===== src/rtl/core/pesc_pkg.sv =====
`timescale 1ns / 1ps
// ----------------------------------------------------------------------------
// pesc_pkg
// Shared types, constants and helper functions for the pen event to screen
// coordinate converter.
// ----------------------------------------------------------------------------
package pesc_pkg;

    // fixed point and field widths
    localparam int FRACTION_BITS = 8;
    localparam int RAW_BITS      = 24;
    localparam int SPAN_BITS     = 12;
    localparam int OUT_BITS      = 20;
    localparam int PROD_BITS     = RAW_BITS + SPAN_BITS;
    localparam int QUOT_BITS     = SPAN_BITS + FRACTION_BITS;
    localparam int CNT_BITS      = $clog2(QUOT_BITS);

    localparam logic [32:0]         RAW_TOP = (33'd1 << RAW_BITS) - 33'd1;
    localparam logic [OUT_BITS-1:0] OUT_MAX = '1;

    // configuration port
    localparam int CFG_DATA_BITS = 24;
    localparam int CFG_IDX_BITS  = 3;

    localparam logic [CFG_IDX_BITS-1:0] REG_RAW_X_MAX     = 3'd0;
    localparam logic [CFG_IDX_BITS-1:0] REG_RAW_Y_MAX     = 3'd1;
    localparam logic [CFG_IDX_BITS-1:0] REG_SCREEN_WIDTH  = 3'd2;
    localparam logic [CFG_IDX_BITS-1:0] REG_SCREEN_HEIGHT = 3'd3;
    localparam logic [CFG_IDX_BITS-1:0] REG_MIRROR_X      = 3'd4;
    localparam logic [CFG_IDX_BITS-1:0] REG_MIRROR_Y      = 3'd5;

    localparam logic [RAW_BITS-1:0]  RST_RAW_X_MAX     = 24'd20966;
    localparam logic [RAW_BITS-1:0]  RST_RAW_Y_MAX     = 24'd15725;
    localparam logic [SPAN_BITS-1:0] RST_SCREEN_WIDTH  = 12'd1404;
    localparam logic [SPAN_BITS-1:0] RST_SCREEN_HEIGHT = 12'd1872;

    // event classes and codes
    localparam logic [4:0] EVT_SYN = 5'd0;
    localparam logic [4:0] EVT_KEY = 5'd1;
    localparam logic [4:0] EVT_ABS = 5'd3;

    localparam logic [9:0] CODE_ABS_X      = 10'd0;
    localparam logic [9:0] CODE_ABS_Y      = 10'd1;
    localparam logic [9:0] CODE_SYN_REPORT = 10'd0;
    localparam logic [9:0] CODE_TOUCH      = 10'd330;

    typedef struct packed {
        logic [4:0]         event_type;
        logic [9:0]         event_code;
        logic signed [31:0] event_value;
    } event_t;

    typedef struct packed {
        logic [OUT_BITS-1:0] screen_x;
        logic [OUT_BITS-1:0] screen_y;
        logic                pen_down;
    } sample_t;

    typedef struct packed {
        logic start;
        logic invert;
    } scale_req_t;

    typedef enum logic [1:0] {
        ST_IDLE,
        ST_CALC,
        ST_DELIVER
    } ctrl_state_t;

    typedef enum logic [1:0] {
        SC_IDLE,
        SC_MUL,
        SC_DIV,
        SC_FIN
    } scale_phase_t;

    // negative values go to zero, large ones to the top of the raw range
    function automatic logic [RAW_BITS-1:0] sat_raw(input logic signed [31:0] v);
        logic [32:0] ext;
        ext = {1'b0, v};
        if (v[31]) begin
            return '0;
        end else if (ext > RAW_TOP) begin
            return RAW_TOP[RAW_BITS-1:0];
        end else begin
            return v[RAW_BITS-1:0];
        end
    endfunction

    function automatic logic [OUT_BITS-1:0] sat_out(input logic [QUOT_BITS-1:0] v);
        if (64'(v) > 64'(OUT_MAX)) begin
            return OUT_MAX;
        end else begin
            return OUT_BITS'(v);
        end
    endfunction

endpackage


===== src/rtl/core/pen_event_to_screen_coords.sv =====
`timescale 1ns / 1ps
// ----------------------------------------------------------------------------
// pen_event_to_screen_coords
// Turns digitizer input events into rotated, scaled screen samples in
// 1/256 pixel units.
// ----------------------------------------------------------------------------
// Events are taken one per clock while no sample is being computed or handed
// over. A sync report on a dirty frame starts two bit-serial scaling units,
// one per axis, running side by side: a shift-add multiply by the panel span,
// then a restoring division by the raw maximum, a finishing step and a
// hand-over to the result channel, during which s_ready stays low. A finished
// sample sits in an output register, and further events are taken while it
// waits there. There is no clearing pass after reset.
module pen_event_to_screen_coords (
    input  logic                                aclk,
    input  logic                                aresetn,
    input  logic                                s_valid,
    output logic                                s_ready,
    input  pesc_pkg::event_t                    s_data,
    output logic                                m_valid,
    input  logic                                m_ready,
    output pesc_pkg::sample_t                   m_data,
    input  logic                                cfg_wr_en,
    input  logic [pesc_pkg::CFG_IDX_BITS-1:0]   cfg_wr_index,
    input  logic [pesc_pkg::CFG_DATA_BITS-1:0]  cfg_wr_data
);

    pesc_pkg::ctrl_state_t state_reg, state_next;

    logic [pesc_pkg::RAW_BITS-1:0]  raw_x_max_reg;
    logic [pesc_pkg::RAW_BITS-1:0]  raw_y_max_reg;
    logic [pesc_pkg::SPAN_BITS-1:0] screen_width_reg;
    logic [pesc_pkg::SPAN_BITS-1:0] screen_height_reg;
    logic                           mirror_x_reg;
    logic                           mirror_y_reg;

    logic [pesc_pkg::RAW_BITS-1:0]  raw_x_reg, raw_x_next;
    logic [pesc_pkg::RAW_BITS-1:0]  raw_y_reg, raw_y_next;
    logic                           contact_reg, contact_next;
    logic                           dirty_reg, dirty_next;
    logic                           m_valid_reg, m_valid_next;
    pesc_pkg::sample_t              m_data_reg, m_data_next;

    logic                           accept;
    logic                           is_abs_x;
    logic                           is_abs_y;
    logic                           is_touch;
    logic                           is_report;
    logic                           trigger;
    logic                           load_out;
    pesc_pkg::scale_req_t           req_x;
    pesc_pkg::scale_req_t           req_y;
    logic                           done_x;
    logic                           done_y;
    logic [pesc_pkg::OUT_BITS-1:0]  result_x;
    logic [pesc_pkg::OUT_BITS-1:0]  result_y;

    assign accept    = s_valid && s_ready;
    assign is_abs_x  = s_data.event_type == pesc_pkg::EVT_ABS
                    && s_data.event_code == pesc_pkg::CODE_ABS_X;
    assign is_abs_y  = s_data.event_type == pesc_pkg::EVT_ABS
                    && s_data.event_code == pesc_pkg::CODE_ABS_Y;
    assign is_touch  = s_data.event_type == pesc_pkg::EVT_KEY
                    && s_data.event_code == pesc_pkg::CODE_TOUCH;
    assign is_report = s_data.event_type == pesc_pkg::EVT_SYN
                    && s_data.event_code == pesc_pkg::CODE_SYN_REPORT;
    assign trigger   = accept && is_report && dirty_reg;

    // configuration registers
    always_ff @(posedge aclk) begin
        if (!aresetn) begin
            raw_x_max_reg     <= pesc_pkg::RST_RAW_X_MAX;
            raw_y_max_reg     <= pesc_pkg::RST_RAW_Y_MAX;
            screen_width_reg  <= pesc_pkg::RST_SCREEN_WIDTH;
            screen_height_reg <= pesc_pkg::RST_SCREEN_HEIGHT;
            mirror_x_reg      <= 1'b0;
            mirror_y_reg      <= 1'b0;
        end else if (cfg_wr_en) begin
            case (cfg_wr_index)
                pesc_pkg::REG_RAW_X_MAX: begin
                    raw_x_max_reg <= cfg_wr_data[pesc_pkg::RAW_BITS-1:0];
                end
                pesc_pkg::REG_RAW_Y_MAX: begin
                    raw_y_max_reg <= cfg_wr_data[pesc_pkg::RAW_BITS-1:0];
                end
                pesc_pkg::REG_SCREEN_WIDTH: begin
                    screen_width_reg <= cfg_wr_data[pesc_pkg::SPAN_BITS-1:0];
                end
                pesc_pkg::REG_SCREEN_HEIGHT: begin
                    screen_height_reg <= cfg_wr_data[pesc_pkg::SPAN_BITS-1:0];
                end
                pesc_pkg::REG_MIRROR_X: begin
                    mirror_x_reg <= cfg_wr_data[0];
                end
                pesc_pkg::REG_MIRROR_Y: begin
                    mirror_y_reg <= cfg_wr_data[0];
                end
                default: begin
                    mirror_y_reg <= mirror_y_reg;
                end
            endcase
        end
    end

    // latched frame state
    always_comb begin
        raw_x_next   = raw_x_reg;
        raw_y_next   = raw_y_reg;
        contact_next = contact_reg;
        dirty_next   = dirty_reg;
        if (accept) begin
            if (is_abs_x) begin
                raw_x_next = pesc_pkg::sat_raw(s_data.event_value);
                dirty_next = 1'b1;
            end
            if (is_abs_y) begin
                raw_y_next = pesc_pkg::sat_raw(s_data.event_value);
                dirty_next = 1'b1;
            end
            if (is_touch) begin
                contact_next = s_data.event_value != '0;
                dirty_next   = 1'b1;
            end
            if (trigger) begin
                dirty_next = 1'b0;
            end
        end
    end

    always_comb begin
        state_next = state_reg;
        case (state_reg)
            pesc_pkg::ST_IDLE: begin
                if (trigger) begin
                    state_next = pesc_pkg::ST_CALC;
                end
            end
            pesc_pkg::ST_CALC: begin
                if (done_x) begin
                    state_next = pesc_pkg::ST_DELIVER;
                end
            end
            pesc_pkg::ST_DELIVER: begin
                if (!m_valid_reg || m_ready) begin
                    state_next = pesc_pkg::ST_IDLE;
                end
            end
            default: begin
                state_next = pesc_pkg::ST_IDLE;
            end
        endcase
    end

    always_comb begin
        s_ready  = 1'b0;
        load_out = 1'b0;
        case (state_reg)
            pesc_pkg::ST_IDLE: begin
                s_ready = 1'b1;
            end
            pesc_pkg::ST_CALC: begin
                s_ready = 1'b0;
            end
            pesc_pkg::ST_DELIVER: begin
                load_out = !m_valid_reg || m_ready;
            end
            default: begin
                s_ready = 1'b0;
            end
        endcase
    end

    // portrait rotation: screen x from raw y, screen y inverted from raw x; each mirror bit flips its axis
    assign req_x.start  = trigger;
    assign req_x.invert = mirror_x_reg;
    assign req_y.start  = trigger;
    assign req_y.invert = !mirror_y_reg;

    pesc_scaler u_scale_x (
        .aclk    (aclk),
        .aresetn (aresetn),
        .req     (req_x),
        .raw     (raw_y_reg),
        .max_val (raw_y_max_reg),
        .span    (screen_width_reg),
        .done    (done_x),
        .result  (result_x)
    );

    pesc_scaler u_scale_y (
        .aclk    (aclk),
        .aresetn (aresetn),
        .req     (req_y),
        .raw     (raw_x_reg),
        .max_val (raw_x_max_reg),
        .span    (screen_height_reg),
        .done    (done_y),
        .result  (result_y)
    );

    // output register, freed by a transfer on the result side
    always_comb begin
        m_valid_next = m_valid_reg;
        m_data_next  = m_data_reg;
        if (load_out) begin
            m_valid_next         = 1'b1;
            m_data_next.screen_x = result_x;
            m_data_next.screen_y = result_y;
            m_data_next.pen_down = contact_reg;
        end else if (m_ready) begin
            m_valid_next = 1'b0;
        end
    end

    always_ff @(posedge aclk) begin
        if (!aresetn) begin
            state_reg   <= pesc_pkg::ST_IDLE;
            raw_x_reg   <= '0;
            raw_y_reg   <= '0;
            contact_reg <= 1'b0;
            dirty_reg   <= 1'b0;
            m_valid_reg <= 1'b0;
        end else begin
            state_reg   <= state_next;
            raw_x_reg   <= raw_x_next;
            raw_y_reg   <= raw_y_next;
            contact_reg <= contact_next;
            dirty_reg   <= dirty_next;
            m_valid_reg <= m_valid_next;
        end
    end

    always_ff @(posedge aclk) begin
        m_data_reg <= m_data_next;
    end

    assign m_valid = m_valid_reg;
    assign m_data  = m_data_reg;

    a_axes_lockstep: assert property (@(posedge aclk) disable iff (!aresetn)
        done_x == done_y)
        else $error("axis scalers out of step");

    a_done_in_calc: assert property (@(posedge aclk) disable iff (!aresetn)
        done_x |-> state_reg == pesc_pkg::ST_CALC)
        else $error("scaler finished outside calculation");

    a_trigger_stalls_input: assert property (@(posedge aclk) disable iff (!aresetn)
        trigger |=> !s_ready && !dirty_reg)
        else $error("input not stalled or frame still dirty after report");

    a_load_sets_valid: assert property (@(posedge aclk) disable iff (!aresetn)
        load_out |=> m_valid_reg)
        else $error("sample loaded without valid");

endmodule


===== src/rtl/core/pesc_scaler.sv =====
`timescale 1ns / 1ps
// ----------------------------------------------------------------------------
// pesc_scaler
// Bit-serial scaling unit: raw * span * 2^F / max, floor or ceil-and-invert,
// built from a shift-add multiplier followed by a restoring divider.
// ----------------------------------------------------------------------------
module pesc_scaler (
    input  logic                           aclk,
    input  logic                           aresetn,
    input  pesc_pkg::scale_req_t           req,
    input  logic [pesc_pkg::RAW_BITS-1:0]  raw,
    input  logic [pesc_pkg::RAW_BITS-1:0]  max_val,
    input  logic [pesc_pkg::SPAN_BITS-1:0] span,
    output logic                           done,
    output logic [pesc_pkg::OUT_BITS-1:0]  result
);

    pesc_pkg::scale_phase_t phase_reg, phase_next;

    logic [pesc_pkg::CNT_BITS-1:0]  cnt_reg, cnt_next;
    logic                           done_reg, done_next;
    logic                           invert_reg, invert_next;
    logic [pesc_pkg::RAW_BITS-1:0]  divisor_reg, divisor_next;
    logic [pesc_pkg::RAW_BITS-1:0]  mcand_reg, mcand_next;
    logic [pesc_pkg::SPAN_BITS-1:0] mplier_reg, mplier_next;
    logic [pesc_pkg::SPAN_BITS-1:0] span_reg, span_next;
    logic [pesc_pkg::PROD_BITS-1:0] prod_reg, prod_next;
    logic [pesc_pkg::RAW_BITS-1:0]  rem_reg, rem_next;
    logic [pesc_pkg::QUOT_BITS-1:0] quot_reg, quot_next;
    logic [pesc_pkg::OUT_BITS-1:0]  result_reg, result_next;

    logic [pesc_pkg::RAW_BITS-1:0]  divisor_clamped;
    logic [pesc_pkg::RAW_BITS-1:0]  raw_clamped;
    logic [pesc_pkg::PROD_BITS-1:0] prod_step;
    logic [pesc_pkg::RAW_BITS:0]    trial;
    logic [pesc_pkg::RAW_BITS:0]    trial_diff;
    logic                           trial_ge;
    logic [pesc_pkg::QUOT_BITS-1:0] full_scale;
    logic [pesc_pkg::QUOT_BITS-1:0] scaled;
    logic                           mul_last;
    logic                           div_last;

    // zero max counts as one, raw clamps to max
    assign divisor_clamped = (max_val == '0) ? pesc_pkg::RAW_BITS'(1) : max_val;
    assign raw_clamped     = (raw > divisor_clamped) ? divisor_clamped : raw;

    // msb-first shift-add
    assign prod_step = {prod_reg[pesc_pkg::PROD_BITS-2:0], 1'b0}
                     + (mplier_reg[pesc_pkg::SPAN_BITS-1]
                        ? pesc_pkg::PROD_BITS'(mcand_reg) : '0);

    // restoring division step, dividend bits shift out of the quotient register
    assign trial      = {rem_reg, quot_reg[pesc_pkg::QUOT_BITS-1]};
    assign trial_ge   = trial >= {1'b0, divisor_reg};
    assign trial_diff = trial - {1'b0, divisor_reg};

    assign full_scale = pesc_pkg::QUOT_BITS'(span_reg) << pesc_pkg::FRACTION_BITS;
    // full - ceil(q) folded into one expression
    assign scaled = invert_reg
                  ? full_scale - quot_reg - pesc_pkg::QUOT_BITS'(rem_reg != '0)
                  : quot_reg;

    assign mul_last = cnt_reg == pesc_pkg::CNT_BITS'(pesc_pkg::SPAN_BITS - 1);
    assign div_last = cnt_reg == pesc_pkg::CNT_BITS'(pesc_pkg::QUOT_BITS - 1);

    always_comb begin
        phase_next = phase_reg;
        case (phase_reg)
            pesc_pkg::SC_IDLE: begin
                if (req.start) begin
                    phase_next = pesc_pkg::SC_MUL;
                end
            end
            pesc_pkg::SC_MUL: begin
                if (mul_last) begin
                    phase_next = pesc_pkg::SC_DIV;
                end
            end
            pesc_pkg::SC_DIV: begin
                if (div_last) begin
                    phase_next = pesc_pkg::SC_FIN;
                end
            end
            pesc_pkg::SC_FIN: begin
                phase_next = pesc_pkg::SC_IDLE;
            end
            default: begin
                phase_next = pesc_pkg::SC_IDLE;
            end
        endcase
    end

    always_comb begin
        cnt_next     = cnt_reg;
        done_next    = 1'b0;
        invert_next  = invert_reg;
        divisor_next = divisor_reg;
        mcand_next   = mcand_reg;
        mplier_next  = mplier_reg;
        span_next    = span_reg;
        prod_next    = prod_reg;
        rem_next     = rem_reg;
        quot_next    = quot_reg;
        result_next  = result_reg;
        case (phase_reg)
            pesc_pkg::SC_IDLE: begin
                if (req.start) begin
                    cnt_next     = '0;
                    invert_next  = req.invert;
                    divisor_next = divisor_clamped;
                    mcand_next   = raw_clamped;
                    mplier_next  = span;
                    span_next    = span;
                    prod_next    = '0;
                end
            end
            pesc_pkg::SC_MUL: begin
                prod_next   = prod_step;
                mplier_next = {mplier_reg[pesc_pkg::SPAN_BITS-2:0], 1'b0};
                if (mul_last) begin
                    cnt_next  = '0;
                    // high part of the dividend is already below the divisor
                    rem_next  = pesc_pkg::RAW_BITS'(prod_step >> pesc_pkg::SPAN_BITS);
                    quot_next = pesc_pkg::QUOT_BITS'(prod_step[pesc_pkg::SPAN_BITS-1:0])
                              << pesc_pkg::FRACTION_BITS;
                end else begin
                    cnt_next = cnt_reg + 1'b1;
                end
            end
            pesc_pkg::SC_DIV: begin
                rem_next  = trial_ge ? trial_diff[pesc_pkg::RAW_BITS-1:0]
                                     : trial[pesc_pkg::RAW_BITS-1:0];
                quot_next = {quot_reg[pesc_pkg::QUOT_BITS-2:0], trial_ge};
                cnt_next  = cnt_reg + 1'b1;
            end
            pesc_pkg::SC_FIN: begin
                result_next = pesc_pkg::sat_out(scaled);
                done_next   = 1'b1;
            end
            default: begin
                done_next = 1'b0;
            end
        endcase
    end

    always_ff @(posedge aclk) begin
        if (!aresetn) begin
            phase_reg <= pesc_pkg::SC_IDLE;
            cnt_reg   <= '0;
            done_reg  <= 1'b0;
        end else begin
            phase_reg <= phase_next;
            cnt_reg   <= cnt_next;
            done_reg  <= done_next;
        end
    end

    always_ff @(posedge aclk) begin
        invert_reg  <= invert_next;
        divisor_reg <= divisor_next;
        mcand_reg   <= mcand_next;
        mplier_reg  <= mplier_next;
        span_reg    <= span_next;
        prod_reg    <= prod_next;
        rem_reg     <= rem_next;
        quot_reg    <= quot_next;
        result_reg  <= result_next;
    end

    assign done   = done_reg;
    assign result = result_reg;

    a_rem_below_divisor: assert property (@(posedge aclk) disable iff (!aresetn)
        phase_reg == pesc_pkg::SC_DIV |-> rem_reg < divisor_reg)
        else $error("partial remainder not below divisor");

    a_divisor_nonzero: assert property (@(posedge aclk) disable iff (!aresetn)
        phase_reg == pesc_pkg::SC_MUL |-> divisor_reg != '0)
        else $error("zero divisor in use");

    a_done_after_fin: assert property (@(posedge aclk) disable iff (!aresetn)
        done_reg |-> $past(phase_reg) == pesc_pkg::SC_FIN)
        else $error("done without a finishing step");

endmodule


===== config.mk =====
export PLATFORM = sky130hd
export DESIGN_NAME = pen_event_to_screen_coords
export DESIGN_NICKNAME = d
export VERILOG_FILES = /design/src/rtl/core/pesc_pkg.sv /design/src/rtl/core/pen_event_to_screen_coords.sv /design/src/rtl/core/pesc_scaler.sv
export SDC_FILE = /design/constraint.sdc
export NUM_CORES = 1
export LEC_CHECK = 0
export BUFFER_PORTS_ARGS = -buffer_cell sky130_fd_sc_hd__buf_2
export CORE_ASPECT_RATIO = 1.5
export CORE_MARGIN = 2
export CORE_UTILIZATION = 30
export CTS_CLUSTER_SIZE = 24
export DETAILED_ROUTE_END_ITERATION = 8
export PLACE_DENSITY_LB_ADDON = 0.08
export SYNTH_ARGS = -nofsm -noshare
export SYNTH_HDL_FRONTEND = slang
export SYNTH_HIERARCHICAL = 1
export SYNTH_SLANG_ARGS = --single-unit

===== constraint.sdc =====
create_clock -name aclk -period 6.7 [get_ports aclk]
set_clock_uncertainty 0.05 [all_clocks]
set_input_delay 1.34 -clock aclk [delete_from_list [all_inputs] [get_ports aclk]]
set_output_delay 1.34 -clock aclk [all_outputs]
set_load 0.005 [all_outputs]

== Word level (Yosys, flattened, before mapping) ==
Cells that the tools add are included.

* Output and inout port bits: 43
* Input bits: 79
* Logic and storage cells: 184
* Bits in registers: 527

* Equal/unequal tests: 30
* $add $sub $neg: 10
* Muxes and demuxes: 51
* $lt $le $gt $ge: 5
* Reductions and logical operators: 50

{| class="wikitable"
|+ Operator list
! cell !! count
|-
| $mux W24 || 12
|-
| $pmux W35 S2 || 2
|-
| $pmux W24 S2 || 2
|-
| $mux W20 || 4
|-
| $pmux W20 S2 || 2
|-
| $add A36 B24 Y36 || 2
|-
| $ge A25 B24 Y1 || 2
|-
| $gt A24 B24 Y1 || 2
|-
| $logic_not A24 Y1 || 2
|-
| $pmux W12 S2 || 2
|-
| $reduce_bool A24 Y1 || 2
|-
| $sub A24 B24 Y24 || 2
|-
| $sub A20 B1 Y20 || 2
|-
| $sub A20 B20 Y20 || 2
|-
| $reduce_and A2 Y1 || 18
|-
| $mux W35 || 1
|-
| $gt A32 B24 Y1 const B || 1
|-
| $reduce_bool A32 Y1 || 1
|-
| $pmux W5 S3 || 2
|-
| $mux W12 || 2
|-
| $pmux W2 S4 || 2
|-
| $mux W5 || 3
|-
| $mux W2 || 7
|-
| $add A5 B1 Y5 const B || 2
|-
| 26 further kinds || 67
|}

== Logic depth before layout (Yosys ltp) ==
* Depth in word-level cells: 7
* Gate-level depth with buffers: 16
* Depth with buffers taken out: 16

== Modules after synthesis ==
Netlist, hierarchy kept.

{| class="wikitable"
|+ By module, submodules not included
! module !! instances !! sequential area each (µm²) !! area an instance (µm²) !! cells an instance
|-
| pesc_scaler at u_scale_x || 1 || 5325.1 || 11923.9 || 1140
|-
| pesc_scaler at u_scale_y || 1 || 5325.1 || 11738.8 || 1143
|-
| pen_event_to_screen_coords || 1 || 3773.6 || 6311.1 || 697
|}

== Worst setup path before layout ==
OpenSTA, ideal clock, no wires.

* Kind: in2reg
* Start point: in s_data[33] (netlist bit)
* End point: reg u_scale_x/mplier_reg[0] (netlist bit) (enable)
* Setup slack: 0.909 ns
* Buffers on the path: 0
* Library setup time: 0.462 ns
* Data arrival time: 5.279 ns
* Required time: 6.188 ns
* Stages on the path: 6
* Path through: or4_4 > nor3_2 > nand4b_1 > inv_1 > and2_1 > o21bai_1

{| class="wikitable"
|+ RTL lines
! element !! line !! RTL
|-
| start: declaration || pen_event_to_screen_coords.sv:19 || <nowiki>input pesc_pkg::event_t s_data,</nowiki>
|-
| end signal: assignment || pesc_scaler.sv:162 || <nowiki>mplier_reg <= mplier_next;</nowiki>
|-
| end: declaration || pesc_scaler.sv:25 || <nowiki>logic [pesc_pkg::SPAN_BITS-1:0] mplier_reg, mplier_next;</nowiki>
|}

== Worst setup path in the final report ==
* Start point: reg u_scale_y/rem_reg[10] (netlist bit)
* End point: reg u_scale_y.result_reg, in the netlist u_scale_y/result[19], data pin

* Word-level cells in the longest chain between the ends: 3

{| class="wikitable"
|+ RTL lines
! element !! line !! RTL
|-
| start: declaration || pesc_scaler.sv:28 || <nowiki>logic [pesc_pkg::RAW_BITS-1:0] rem_reg, rem_next;</nowiki>
|-
| start signal: assignment || pesc_scaler.sv:165 || <nowiki>rem_reg <= rem_next;</nowiki>
|-
| $reduce_bool A24 Y1 || pesc_scaler.sv:60 || <nowiki>? full_scale - quot_reg - pesc_pkg::QUOT_BITS'(rem_reg != '0)</nowiki>
|-
| $sub A20 B1 Y20 || pesc_scaler.sv:60 ||
|-
| $mux W20 || pesc_scaler.sv:60 ||
|-
| via u_scale_y.scaled (one bit) || pesc_scaler.sv:39 || <nowiki>logic [pesc_pkg::QUOT_BITS-1:0] scaled;</nowiki>
|-
| end signal: assignment || pesc_scaler.sv:167 || <nowiki>result_reg <= result_next;</nowiki>
|-
| end: declaration || pesc_scaler.sv:30 || <nowiki>logic [pesc_pkg::OUT_BITS-1:0] result_reg, result_next;</nowiki>
|}

The timed path passes the listed nets, and every way through them passes these cells.
A chain may end at the register's enable or synchronous reset.

==> qor.csv <==
metric;value;unit
pin count of the biggest net entering global routing;77;
DR WL/cell;21.8;µm
P&R area growth vs syn;12.8;%
LEAKAGE;13.3;nW
Clock Latency Late Sink;650;ps
Setup crit end kind;flop;
first-pass GRT wire length;143000;µm
Initial Util;30.1;%
r2r endpoint;u_scale_y/result[19];
Ports;122;
Die Ht;391;µm
Worst Path Arrival;4660;ps
CP startpoint kind;flop;
synthesized area;29900;µm²
met3 usage;2.37;%
Root Driver;clkbuf_16;
utilization after layout;33.9;%
hold buffers post-CTS;0;
Die Area;102000;µm²
post-route setup slack;2360;ps
crit path time final;4340;ps
nets@finish;3332;
worst setup path category;reg2reg;
postcts setup bufs;0;
number of global-route vias before repair;22700;
Mapped Nets;3279;
Routed WL;95400;µm
PD cells;206;nW/µm²
vias per cell;5.02;
max reg flops;41;
Ys Warns;6;
Final Slew Violations;0;
RSZ-0062 raised after global routing;false;
Hold/Removal Path Class;reg2reg;
DR vias;22000;
f_max;0.230;GHz
cells after synthesis;2978;
crit path from;u_scale_y/rem_reg[10];
CTS clk-pin slew, worst paths;70;ps
Detail Route Antenna Nets;0;
CORE AREA;99500;µm²
clk sink count;527;
initial antenna violation count;1;
grt met2 use;35.4;%
met1 global-route usage;20.8;%
Hold Fails Final Rpt;0;
Most Used Layer, Global Route;met2;
worst slew pin tran;1270;ps
worst hold endpoint;m_data[24];
All-Layer GR Usage;18.5;%
Rel. slew slack;15.5;%
violation count after the first detailed-route iteration;1230;
Reg2Reg Depth;16;
r2r setup slk;2360;ps
TritonCTS buffer count;59;
clk buf depth;3;
Tcrit/Tclk final;64.8;%
CP Max Fanout;5;
Chip Width;262;µm
Req. time, crit path;7020;ps
total iterations of the first detailed-routing run;7;
outcome;finished, final reports clean;
port bufs;121;
hold depth;0;
post-CTS sizing;0;
critical register-to-register path startpoint;u_scale_y/rem_reg[10];
post-DP HPWL;72800;µm
final setup fails;0;
H-tree depth;2;
Site Rows;142;
RePlAce Congestion;0.864;
Peak VDD IR;194;µV
DRC violations left;0;
Overflow after GRT;0;
Max Cap Violations;0;
TritonCTS clock tree;done;
setup tns final;0;ps
syn_area_per_cell;10.1;µm²
Place WS;2400;ps
HP Start;u_scale_x/result[3];
share of layout cells above drive strength 1;12.6;%
## metal layers
metal | vias up | part of all wire, %
met2 | 403 | 54
li1 | 10700 | -
met1 | 10700 | 39
met5 | - | 0
met4 | 0 | 3.2
met3 | 129 | 3.4
## through the flow
stage                     total power [mW]  area (µm²)  hold WS, ps  instances
after floorplan                       3.62       29900          350       2978
after global placement                3.70       31800          351       4266
after detailed placement              3.70       31800          355       4266
after CTS                             7.08       33800          367       4377
after global routing                  7.20       33800          375       4377
final                                 6.96       33800          363       4378
## critical path, cell delays in order, from the launching register on
cell and delay (ps):
edfxtp_1 420, nor4_1 620, nand4_1 240, nor2_1 320, ha_1 230, ha_1 180, inv_1 50, ha_1 190
o21bai_1 150, a21o_1 160, a21oi_1 120, a21oi_1 430, a2111oi_0 200, o21ai_0 240, xnor2_1 160, nand2_1 100
xnor2_1 210
## cell usage in the layout, fill, tap and decap left out, types with 20 or more instances in the layout
cell       count
a21o_1        58
a21oi_1      237
a31oi_1       42
and2_1        89
buf_2        121
buf_4         26
clkbuf_16     66
dfxtp_1      142
edfxtp_1     385
ha_1         217
inv_1        249
mux2_2        96
mux2i_1       34
nand2_1      287
nand2b_1      23
nand3_1      120
nand4_1       35
nor2_1       167
nor2b_1       34
nor3_1        28
nor4_1        33
o21a_1        20
o21ai_0      131
o21ai_1       27
xnor2_1       77
xor2_1        59
## worst max-delay path by stage
stage	slack, ps	endpoint	cells past startpoint
after global placement	2440	u_scale_x/prod_reg[34]	10
after detailed placement	2400	u_scale_y/prod_reg[31]	10
after CTS	2450	u_scale_y/result[19]	16
after global routing	2230	u_scale_y/mcand_reg[9]	13
after floorplan	910	u_scale_x/mplier_reg[0]	6
final	2360	u_scale_y/result[19]	16
## final cells by class
cell class	instances	area [µm²]
fillers	10100	65700
flip-flops and latches	527	14400
multi-input cells	2044	14000
clock buffers	88	1810
well taps	1296	1620
inverters	252	946
repair buffers	147	801
clock inverters	23	161
diodes	1	2.50
## where the power goes
group          leakage, nW  internal (mW)  total, mW  switching [mW]
clock                0.979           1.91       3.33            1.42
sequential            4.33           3.47       3.49          0.0207
combinational         7.98         0.0433      0.137          0.0941
(Power assumes the default switching activity.)
